## src/rtl/rwhp_pkg.sv

```systemverilog
// Shared types, constants and tag tables for the RIFF/WAVE header parser.
package rwhp_pkg;

	localparam logic [23:0] MAX_FILE_BYTES = 24'd10485760;
	localparam logic [23:0] MIN_WAVE_BYTES = 24'd44;
	localparam logic [23:0] FMT_MIN_BYTES  = 24'd16;
	localparam logic [23:0] HDR_LAST_POS   = 24'd11;
	localparam logic [31:0] TAG_FMT        = 32'h666D7420;
	localparam logic [31:0] TAG_DATA       = 32'h64617461;

	typedef enum logic [2:0] {
		PH_HEADER,
		PH_CHDR,
		PH_SKIP,
		PH_FMT,
		PH_DATA,
		PH_END_NODATA,
		PH_END_NOTWAVE,
		PH_END_DATA
	} phase_t;

	typedef enum logic [1:0] {
		ST_LOADED,
		ST_BAD_SIZE,
		ST_NOT_WAVE,
		ST_NO_DATA
	} status_t;

	typedef enum logic {
		KIND_SAMPLE,
		KIND_STATUS
	} kind_t;

	typedef struct packed {
		logic [7:0]  data_byte;
		logic        first_byte;
		logic        last_byte;
		logic [23:0] file_size;
	} item_t;

	typedef struct packed {
		kind_t              result_kind;
		logic signed [15:0] sample_value;
		logic [15:0]        channel_count;
		logic [31:0]        sample_rate_hz;
		logic [22:0]        sample_total;
		status_t            parse_status;
		logic               last_of_run;
	} res_t;

	// "RIFF" at offsets 0..3, "WAVE" at offsets 8..11
	function automatic logic [7:0] riff_byte(input logic [1:0] idx);
		case (idx)
			2'd0:    riff_byte = 8'h52;
			2'd1:    riff_byte = 8'h49;
			2'd2:    riff_byte = 8'h46;
			default: riff_byte = 8'h46;
		endcase
	endfunction

	function automatic logic [7:0] wave_byte(input logic [1:0] idx);
		case (idx)
			2'd0:    wave_byte = 8'h57;
			2'd1:    wave_byte = 8'h41;
			2'd2:    wave_byte = 8'h56;
			default: wave_byte = 8'h45;
		endcase
	endfunction

endpackage

```

## src/rtl/rwhp_outq.sv

```systemverilog
// Four-entry result queue: up to two pushes per cycle, one pop.
module rwhp_outq (
	input  logic           clk,
	input  logic           arst_n,
	input  logic [1:0]     push_cnt,
	input  rwhp_pkg::res_t push0,
	input  rwhp_pkg::res_t push1,
	output logic           room,
	output logic           out_valid,
	input  logic           out_ready,
	output rwhp_pkg::res_t out_res
);
	import rwhp_pkg::*;

	res_t       ent_q [4];
	logic [1:0] head_q;
	logic [1:0] tail_q;
	logic [2:0] count_q;
	logic       pop;

	assign pop       = out_valid && out_ready;
	assign out_valid = (count_q != 3'd0);
	assign out_res   = ent_q[head_q];
	// two free slots guaranteed before the core may fire
	assign room      = (count_q <= 3'd2);

	always_ff @(posedge clk) begin
		if (push_cnt != 2'd0) begin
			ent_q[tail_q] <= push0;
		end
		if (push_cnt == 2'd2) begin
			ent_q[tail_q + 2'd1] <= push1;
		end
	end

	always_ff @(posedge clk or negedge arst_n) begin
		if (!arst_n) begin
			head_q  <= '0;
			tail_q  <= '0;
			count_q <= '0;
		end else begin
			if (pop) begin
				head_q <= head_q + 2'd1;
			end
			tail_q  <= tail_q + push_cnt;
			count_q <= count_q + {1'b0, push_cnt} - {2'b0, pop};
		end
	end

endmodule

```

## src/rtl/rwhp_core.sv

```systemverilog
// Parser state and per-byte update; forms up to two results per byte.
module rwhp_core (
	input  logic            clk,
	input  logic            arst_n,
	input  logic            step,
	input  rwhp_pkg::item_t item,
	output logic [1:0]      res_cnt,
	output rwhp_pkg::res_t  res0,
	output rwhp_pkg::res_t  res1
);
	import rwhp_pkg::*;

	phase_t      ph_q, ph_e, ph_d;
	logic [23:0] off_q, off_e, off_d;
	logic [23:0] cap_q, cap_e;
	logic [31:0] tag_q, tag_e, tag_d;
	logic [31:0] len_q, len_e, len_d;
	logic [23:0] left_q, left_e, left_d;
	logic [15:0] ch_q, ch_e, ch_d;
	logic [31:0] rate_q, rate_e, rate_d;
	logic [7:0]  pend_q, pend_e, pend_d;
	logic        fin_q, fin_e, fin_d;

	logic [24:0] next;
	logic [23:0] left_m1;
	logic [31:0] len_v;
	logic [23:0] room_b;
	logic [23:0] lenc;
	logic [23:0] idx;
	logic [2:0]  k;
	logic        enter;
	logic        emit;
	logic        bad;
	logic [15:0] smp;
	status_t     st;
	res_t        r_smp, r_st;

	// restart on first byte
	always_comb begin
		ph_e   = ph_q;
		off_e  = off_q;
		cap_e  = cap_q;
		tag_e  = tag_q;
		len_e  = len_q;
		left_e = left_q;
		ch_e   = ch_q;
		rate_e = rate_q;
		pend_e = pend_q;
		fin_e  = fin_q;
		if (item.first_byte) begin
			off_e  = '0;
			cap_e  = item.file_size;
			tag_e  = '0;
			len_e  = '0;
			left_e = '0;
			ch_e   = '0;
			rate_e = '0;
			pend_e = '0;
			fin_e  = 1'b0;
			if (item.file_size == '0 || item.file_size > MAX_FILE_BYTES) begin
				ph_e = PH_END_NODATA;
			end else if (item.file_size < MIN_WAVE_BYTES) begin
				ph_e = PH_END_NOTWAVE;
			end else begin
				ph_e = PH_HEADER;
			end
		end
	end

	assign bad     = (cap_e == '0) || (cap_e > MAX_FILE_BYTES);
	assign next    = {1'b0, off_e} + 25'd1;
	assign left_m1 = left_e - 24'd1;
	assign k       = 3'(4'd8 - {1'b0, left_e[2:0]});
	assign idx     = len_e[23:0] - left_e;
	assign room_b  = ({1'b0, cap_e} > next) ? 24'({1'b0, cap_e} - next) : '0;

	always_comb begin
		len_v = len_e;
		if (k[2]) begin
			case (k[1:0])
				2'd0:    len_v[7:0]   = len_e[7:0] | item.data_byte;
				2'd1:    len_v[15:8]  = len_e[15:8] | item.data_byte;
				2'd2:    len_v[23:16] = len_e[23:16] | item.data_byte;
				default: len_v[31:24] = len_e[31:24] | item.data_byte;
			endcase
		end
		lenc = (len_v > {8'b0, room_b}) ? room_b : len_v[23:0];
	end

	// byte processing
	always_comb begin
		ph_d   = ph_e;
		tag_d  = tag_e;
		len_d  = len_e;
		left_d = left_e;
		ch_d   = ch_e;
		rate_d = rate_e;
		pend_d = pend_e;
		enter  = 1'b0;
		emit   = 1'b0;
		smp    = '0;
		case (ph_e)
			PH_HEADER: begin
				if (off_e < 24'd4) begin
					if (item.data_byte != riff_byte(off_e[1:0])) ph_d = PH_END_NOTWAVE;
				end else if (off_e >= 24'd8 && off_e <= HDR_LAST_POS) begin
					if (item.data_byte != wave_byte(off_e[1:0])) ph_d = PH_END_NOTWAVE;
				end
				if (ph_d == PH_HEADER && off_e == HDR_LAST_POS) enter = 1'b1;
			end
			PH_CHDR: begin
				if (!k[2]) tag_d = {tag_e[23:0], item.data_byte};
				len_d  = len_v;
				left_d = left_m1;
				if (left_m1 == '0) begin
					len_d = {8'b0, lenc};
					if (tag_d == TAG_DATA) begin
						if (lenc < 24'd2) begin
							ph_d = PH_END_NODATA;
						end else begin
							ph_d   = PH_DATA;
							left_d = {lenc[23:1], 1'b0};
						end
					end else if (tag_d == TAG_FMT && lenc >= FMT_MIN_BYTES) begin
						ph_d   = PH_FMT;
						left_d = lenc;
					end else begin
						ph_d   = PH_SKIP;
						left_d = lenc;
						if (lenc == '0) enter = 1'b1;
					end
				end
			end
			PH_FMT: begin
				case (idx)
					24'd2: ch_d = {8'b0, item.data_byte};
					24'd3: ch_d = ch_e | {item.data_byte, 8'b0};
					24'd4: rate_d = {24'b0, item.data_byte};
					24'd5: rate_d = rate_e | {16'b0, item.data_byte, 8'b0};
					24'd6: rate_d = rate_e | {8'b0, item.data_byte, 16'b0};
					24'd7: rate_d = rate_e | {item.data_byte, 24'b0};
					default: ;
				endcase
				left_d = left_m1;
				if (left_m1 == '0) enter = 1'b1;
			end
			PH_SKIP: begin
				left_d = left_m1;
				if (left_m1 == '0) enter = 1'b1;
			end
			PH_DATA: begin
				if (!left_e[0]) begin
					pend_d = item.data_byte;
				end else begin
					smp  = {item.data_byte, pend_e};
					emit = 1'b1;
				end
				left_d = left_m1;
				if (left_m1 == '0) ph_d = PH_END_DATA;
			end
			default: ;
		endcase
		if (enter) begin
			if ({1'b0, next} + 26'd8 < {2'b0, cap_e}) begin
				ph_d   = PH_CHDR;
				left_d = 24'd8;
				tag_d  = '0;
				len_d  = '0;
			end else begin
				ph_d = PH_END_NODATA;
			end
		end
	end

	always_comb begin
		if (bad) begin
			st = ST_BAD_SIZE;
		end else if (ph_d == PH_HEADER || ph_d == PH_END_NOTWAVE) begin
			st = ST_NOT_WAVE;
		end else if (ph_d == PH_END_DATA) begin
			st = ST_LOADED;
		end else begin
			st = ST_NO_DATA;
		end
	end

	always_comb begin
		r_smp.result_kind    = KIND_SAMPLE;
		r_smp.sample_value   = smp;
		r_smp.channel_count  = ch_d;
		r_smp.sample_rate_hz = rate_d;
		r_smp.sample_total   = (ph_d == PH_DATA || ph_d == PH_END_DATA) ? len_d[23:1] : '0;
		r_smp.parse_status   = ST_LOADED;
		r_smp.last_of_run    = !item.last_byte;
		r_st                 = r_smp;
		r_st.result_kind     = KIND_STATUS;
		r_st.sample_value    = '0;
		r_st.parse_status    = st;
		r_st.last_of_run     = 1'b1;
	end

	always_comb begin
		res0    = emit ? r_smp : r_st;
		res1    = r_st;
		res_cnt = '0;
		if (step && !fin_e) begin
			res_cnt = {1'b0, emit} + {1'b0, item.last_byte};
		end
	end

	assign fin_d = fin_e || item.last_byte;
	assign off_d = (off_e < 24'hFFFFFF) ? off_e + 24'd1 : off_e;

	always_ff @(posedge clk or negedge arst_n) begin
		if (!arst_n) begin
			ph_q   <= PH_HEADER;
			off_q  <= '0;
			cap_q  <= '0;
			tag_q  <= '0;
			len_q  <= '0;
			left_q <= '0;
			ch_q   <= '0;
			rate_q <= '0;
			pend_q <= '0;
			fin_q  <= 1'b0;
		end else if (step) begin
			cap_q <= cap_e;
			if (fin_e) begin
				ph_q   <= ph_e;
				off_q  <= off_e;
				tag_q  <= tag_e;
				len_q  <= len_e;
				left_q <= left_e;
				ch_q   <= ch_e;
				rate_q <= rate_e;
				pend_q <= pend_e;
				fin_q  <= fin_e;
			end else begin
				ph_q   <= ph_d;
				off_q  <= off_d;
				tag_q  <= tag_d;
				len_q  <= len_d;
				left_q <= left_d;
				ch_q   <= ch_d;
				rate_q <= rate_d;
				pend_q <= pend_d;
				fin_q  <= fin_d;
			end
		end
	end

endmodule

```

## src/rtl/riff_wave_header_parser.sv

```systemverilog
// Top level of the byte-serial RIFF/WAVE header parser.
//
// Usage:
//  - Slave channel s_*: one file byte per item. s_tuser marks the first byte
//    of a file (parser restarts, s_tdata carries the file size), s_tlast the
//    final byte. Sizes of 0 or above 10 MiB are rejected as bad size.
//  - Master channel m_*: result items. m_tuser is 0 for an audio sample,
//    1 for the closing status; m_tlast marks the last result of a byte.
//  - A byte gives no result, one sample, one status, or sample then status.
// Timing:
//  - Input register, combinational parse logic, then a 4-entry result queue.
//    A result is written into the queue from the input register and is then
//    shown on m_*; a full queue holds its byte in the input register.
//  - One byte per cycle sustained while the queue has room; a byte that
//    yields two results takes an extra output slot, absorbed by the queue.
//  - When the receiver stalls, the queue fills and s_tready drops once fewer
//    than two entries are free; nothing is lost or repeated.
// Reset:
//  - arst_n clears the parser; with no first byte seen, a last byte reports
//    bad size. The queue and input register come up empty.
module riff_wave_header_parser (
	input  logic        clk,
	input  logic        arst_n,
	input  logic        s_tvalid,
	output logic        s_tready,
	input  logic [31:0] s_tdata,  // [7:0] data_byte, [31:8] file_size
	input  logic        s_tuser,  // first_byte
	input  logic        s_tlast,  // last_byte
	output logic        m_tvalid,
	input  logic        m_tready,
	// [15:0] sample_value, [31:16] channel_count, [63:32] sample_rate_hz,
	// [86:64] sample_total, [88:87] parse_status, [95:89] zero
	output logic [95:0] m_tdata,
	output logic        m_tuser,  // result_kind
	output logic        m_tlast   // last_of_run
);
	import rwhp_pkg::*;

	item_t      item_s1;
	logic       valid_s1;
	logic       room;
	logic       fire;
	logic       take;
	logic [1:0] res_cnt;
	res_t       res0, res1, out_res;

	// byte fires into the core only when the queue can hold two results
	assign fire     = valid_s1 && room;
	assign s_tready = !valid_s1 || fire;
	assign take     = s_tvalid && s_tready;

	always_ff @(posedge clk) begin
		if (take) begin
			item_s1.data_byte  <= s_tdata[7:0];
			item_s1.first_byte <= s_tuser;
			item_s1.last_byte  <= s_tlast;
			item_s1.file_size  <= s_tdata[31:8];
		end
	end

	always_ff @(posedge clk or negedge arst_n) begin
		if (!arst_n) begin
			valid_s1 <= 1'b0;
		end else if (take) begin
			valid_s1 <= 1'b1;
		end else if (fire) begin
			valid_s1 <= 1'b0;
		end
	end

	rwhp_core u_core (
		.clk     (clk),
		.arst_n  (arst_n),
		.step    (fire),
		.item    (item_s1),
		.res_cnt (res_cnt),
		.res0    (res0),
		.res1    (res1)
	);

	rwhp_outq u_outq (
		.clk       (clk),
		.arst_n    (arst_n),
		.push_cnt  (res_cnt),
		.push0     (res0),
		.push1     (res1),
		.room      (room),
		.out_valid (m_tvalid),
		.out_ready (m_tready),
		.out_res   (out_res)
	);

	assign m_tdata = {7'b0, out_res.parse_status, out_res.sample_total,
		out_res.sample_rate_hz, out_res.channel_count, out_res.sample_value};
	assign m_tuser = out_res.result_kind;
	assign m_tlast = out_res.last_of_run;

endmodule

```

## config.mk

```make
export PLATFORM = sky130hd
export DESIGN_NAME = riff_wave_header_parser
export DESIGN_NICKNAME = d
export VERILOG_FILES = /design/src/rtl/rwhp_pkg.sv /design/src/rtl/rwhp_outq.sv /design/src/rtl/rwhp_core.sv /design/src/rtl/riff_wave_header_parser.sv
export SDC_FILE = /design/constraint.sdc
export NUM_CORES = 1
export LEC_CHECK = 0
export ABC_AREA = 1
export BUFFER_PORTS_ARGS = -buffer_cell sky130_fd_sc_hd__buf_2
export CORE_UTILIZATION = 55
export CTS_BUF_LIST = sky130_fd_sc_hd__clkbuf_4
export DETAILED_ROUTE_END_ITERATION = 10
export GPL_ROUTABILITY_DRIVEN = 0
export PLACE_DENSITY = 0.83
export SYNTH_ARGS = -nofsm -noshare
export SYNTH_HDL_FRONTEND = slang
export SYNTH_SLANG_ARGS = --single-unit
```

## constraint.sdc

```tcl
create_clock -name clk -period 10.15 [get_ports clk]
set_input_delay 2.03 -clock clk [delete_from_list [all_inputs] [get_ports clk]]
set_output_delay 2.03 -clock clk [all_outputs]
set_load 0.005 [all_outputs]
```

==> impl_metrics.tcl <==
set metrics [dict create \
    status "complete, no violations" \
    required_ns 11.03 \
    p_int_mw 6.018 \
    ant_nets 0 \
    arrival_ns 10.05 \
    drc 0 \
    hpwl_um 64140 \
    initial_core_util_pct 56.05 \
    cts-root-buf "clkbuf_4" \
    slew_violations 0 \
    rows 92 \
    finalPower_mw 11.61 \
    tightest_slew_ns 1.276 \
    fmax_ghz 0.1091 \
    syn_area_per_cell_um2 7.874 \
    final_area_mm2 0.03869 \
    drv_cap 0 \
    clockBufferDepth 3 \
    path_depth 44 \
    criticalPathCategory "reg -> reg" \
    cp-startpoint "item_s1[25]" \
    syn2layout_area_growth_pct 8.625 \
    crit_slowest_cell "a21oi_4" \
    peakVddDrop_v 0.0001975 \
    min_period_over_period_pct 90.34 \
    dr.pass1.iters 7 \
    syn_inst 4523 \
    ys_seq_area_share_pct 45.87 \
    grt_pass1_wl_um 158500 \
    hold_violations 0 \
    grt_overflow 0 \
    core_mm2 0.06354 \
    drt-initial-drc-count 3812 \
    yosys.area.top_type "edfxtp_1" \
    cts_buffers 156 \
    clock_sinks 602 \
    synthArstFlopShare_pct 33.89 \
    port_buffers 130 \
    comb_power_share_pct 53.0 \
    grt_max_degree 143 \
    cts.htree.levels 4 \
    layout_setup_ws_ns 0.9810 \
    crit_buf_inv 7 \
    r2r-end "u_core.left_q[18]" \
    drive_above_1_share_pct 11.93 \
    cp_top_family "simple AND/OR/NAND/NOR gates" \
    antenna_found_initial 2 \
    dpl-instance-area_mm2 0.03663 \
    hold_class "reg -> reg" \
    clockPowerShare_pct 18.6 \
    dp_slack_ns 1.002 \
    syn_area_mm2 0.03562 \
    p_sw_mw 5.593 \
    setup_viol 0 \
    grt_pass1_vias 30890 \
    dieWidth_um 256.5 \
    postCtsSetupBuffers 0 \
    r2r_slack_ns 0.98 \
    cts.clk_slew.worst_paths_ns 0.07 \
    synth-main-ff-cell "edfxtp_1" \
    die_area_mm2 0.06578 \
    power_switching_share_pct 48.17 \
    crit_end "u_core.left_q[18]" \
    yosysWarnings 0 \
    clk_latency_ns 1.01 \
    cp-end-kind "flip-flop" \
    seq_power_share_pct 28.4 \
    tritoncts "yes" \
    finalSetupTns_ns 0 \
    path_max_fanout 56 \
    io_pins 138 \
    maxSlewHeadroom_pct 14.29 \
    crit_path_start_kind "flip-flop" \
    vias_per_cell 5.840 \
    crit_top_cell "nand2_1" \
    wirelength_um 98580 \
    final_nets 4760 \
    yosys.cell_count.top_type "nand2_1" \
    synth_top_cells_by_area "edfxtp_1, dfrtp_1, nand2_1, nor2_1, o21ai_0" \
    fp.dieH_um 256.5 \
    r2r_cells 44 \
    wire_per_inst_um 17.65 \
    reg2reg_from "item_s1[25]" \
    finClkSkew_ns 0.07142 \
    fin_crit_ns 9.169 \
    vias 32610 \
    synthTopCellsByCount "nand2_1, nor2_1, o21ai_0, inv_1, edfxtp_1" \
    rsz0062_at_grt "no" \
    p_leak_nw 16.24 \
    grt_use_total_pct 29.78 \
    synth_edf_count 326 \
    powerDensity_mw_per_mm2 300.1 \
    synth.distinct_cells 65 \
    netlist.area_leader.share_pct 27.49 \
    cpPeakStageDelay_ns 0.63 \
    ys_seq_elements 602 \
]
## how the worst min path moves through the flow
stage,start,cells past startpoint,end
floorplan,u_outq.ent_q[1][90],2,u_outq.ent_q[1][90]
global placement,u_outq.ent_q[1][76],2,u_outq.ent_q[1][76]
detailed placement,u_outq.ent_q[2][90],2,u_outq.ent_q[2][90]
CTS,u_outq.ent_q[2][90],2,u_outq.ent_q[2][90]
global route,u_outq.ent_q[2][85],2,u_outq.ent_q[2][85]
finish,u_outq.ent_q[2][79],2,u_outq.ent_q[2][79]
## repair_timing
item,CTS,global route
gates resized for setup,0,1
endpoints found under the setup margin,0,20
hold buffers,0,0
## worst reg2reg max path, delay by kind of cell, from the launching register on
family,cells,cell delay (ns)
buf+inv,7,2.34
flops,1,0.46
compound gates,7,1.77
fa+ha+maj,3,0.91
simple gates,27,3.59
## registers in the layout (all words and copies together) (netlist names)
register and cells:
u_outq.head_q 2, valid_s1 1, u_core.rate_q 32, u_outq.tail_q 2, u_core.fin_q 1, u_core.off_q 24, u_outq.ent_q 364, u_core.ch_q 16
u_core.pend_q 8, u_core.cap_q 24, u_outq.count_q 3, u_core.ph_q 3, item_s1 34, u_core.left_q 24, u_core.len_q 32, u_core.tag_q 32
## final cells by class
type | count | area (um^2)
Multi-Input combinational cell | 3204 | 16470
Tap cell | 846 | 1059
Timing Repair Buffer | 169 | 965.9
Clock inverter | 47 | 269.0
Clock buffer | 236 | 1772
Inverter | 478 | 1803
Antenna cell | 2 | 5.005
Sequential cell | 602 | 16340
Fill cell | 5462 | 24850
## per-stage QoR
stage	std cells	hold WS [ns]	utilization (%)
after floorplan	4529	0.4219	-
after global placement	5299	0.4337	57.65
after detailed placement	5299	0.4379	57.65
after CTS	5582	0.4537	60.87
after global routing	5584	0.4734	60.89
final	5584	0.4533	60.89
## power groups by stage
| stage | registers [mW] | clock network (mW) | logic [mW] |
|---|---|---|---|
| after floorplan | 3.23 | 0 | 4.48 |
| after global placement | 3.32 | 0 | 5.87 |
| after detailed placement | 3.34 | 0 | 6.01 |
| after CTS | 3.29 | 2.19 | 6.03 |
| after global routing | 3.34 | 2.30 | 6.80 |
| final | 3.30 | 2.16 | 6.15 |
## cells in the final DEF, fill, tap and decap left out, types with 17 or more instances in the layout
master     synthesis  final
dfrtp_1          204    202
nor3_1            43     43
a21oi_1          156    155
xnor2_1           17     17
o2111ai_1         29     29
clkinv_1          12     36
buf_4             11     38
o21ai_0          566    566
nand2_1          788    784
edfxtp_1         326    326
nand3_1          200    199
inv_2             18     26
o22ai_1          116    116
ha_1             108    108
nand4_1           88     88
nand3_4           21     21
buf_2             20    129
nor4_1            26     26
xor2_1            73     73
clkbuf_4           0    236
nor2_1           784    781
dfxtp_1           72     72
o21ai_1           17     17
inv_1            446    444
## kinds of logic (layout without fill, tap and decap cells)
group,after synthesis,in the layout,synth area share (%)
DFF,602,602,45.87
and+or+nand+nor,2039,2039,25.01
other,1,9,0.01053
xor gates and xnor gates,91,91,2.259
buffers and inverters,723,930,8.143
AOI/OAI and AO/OA,956,956,14.74
adders and majority gates,111,111,3.963
## layer usage
metal	global-route usage, %	up-vias	wire length (um)
met5	0	-	0
met3	6.228	369	9370
met1	36.95	15050	38110
li1	-	15430	-
met4	16.04	0	4939
met2	48.77	1764	46160
Power figures use the tool's default switching activity.
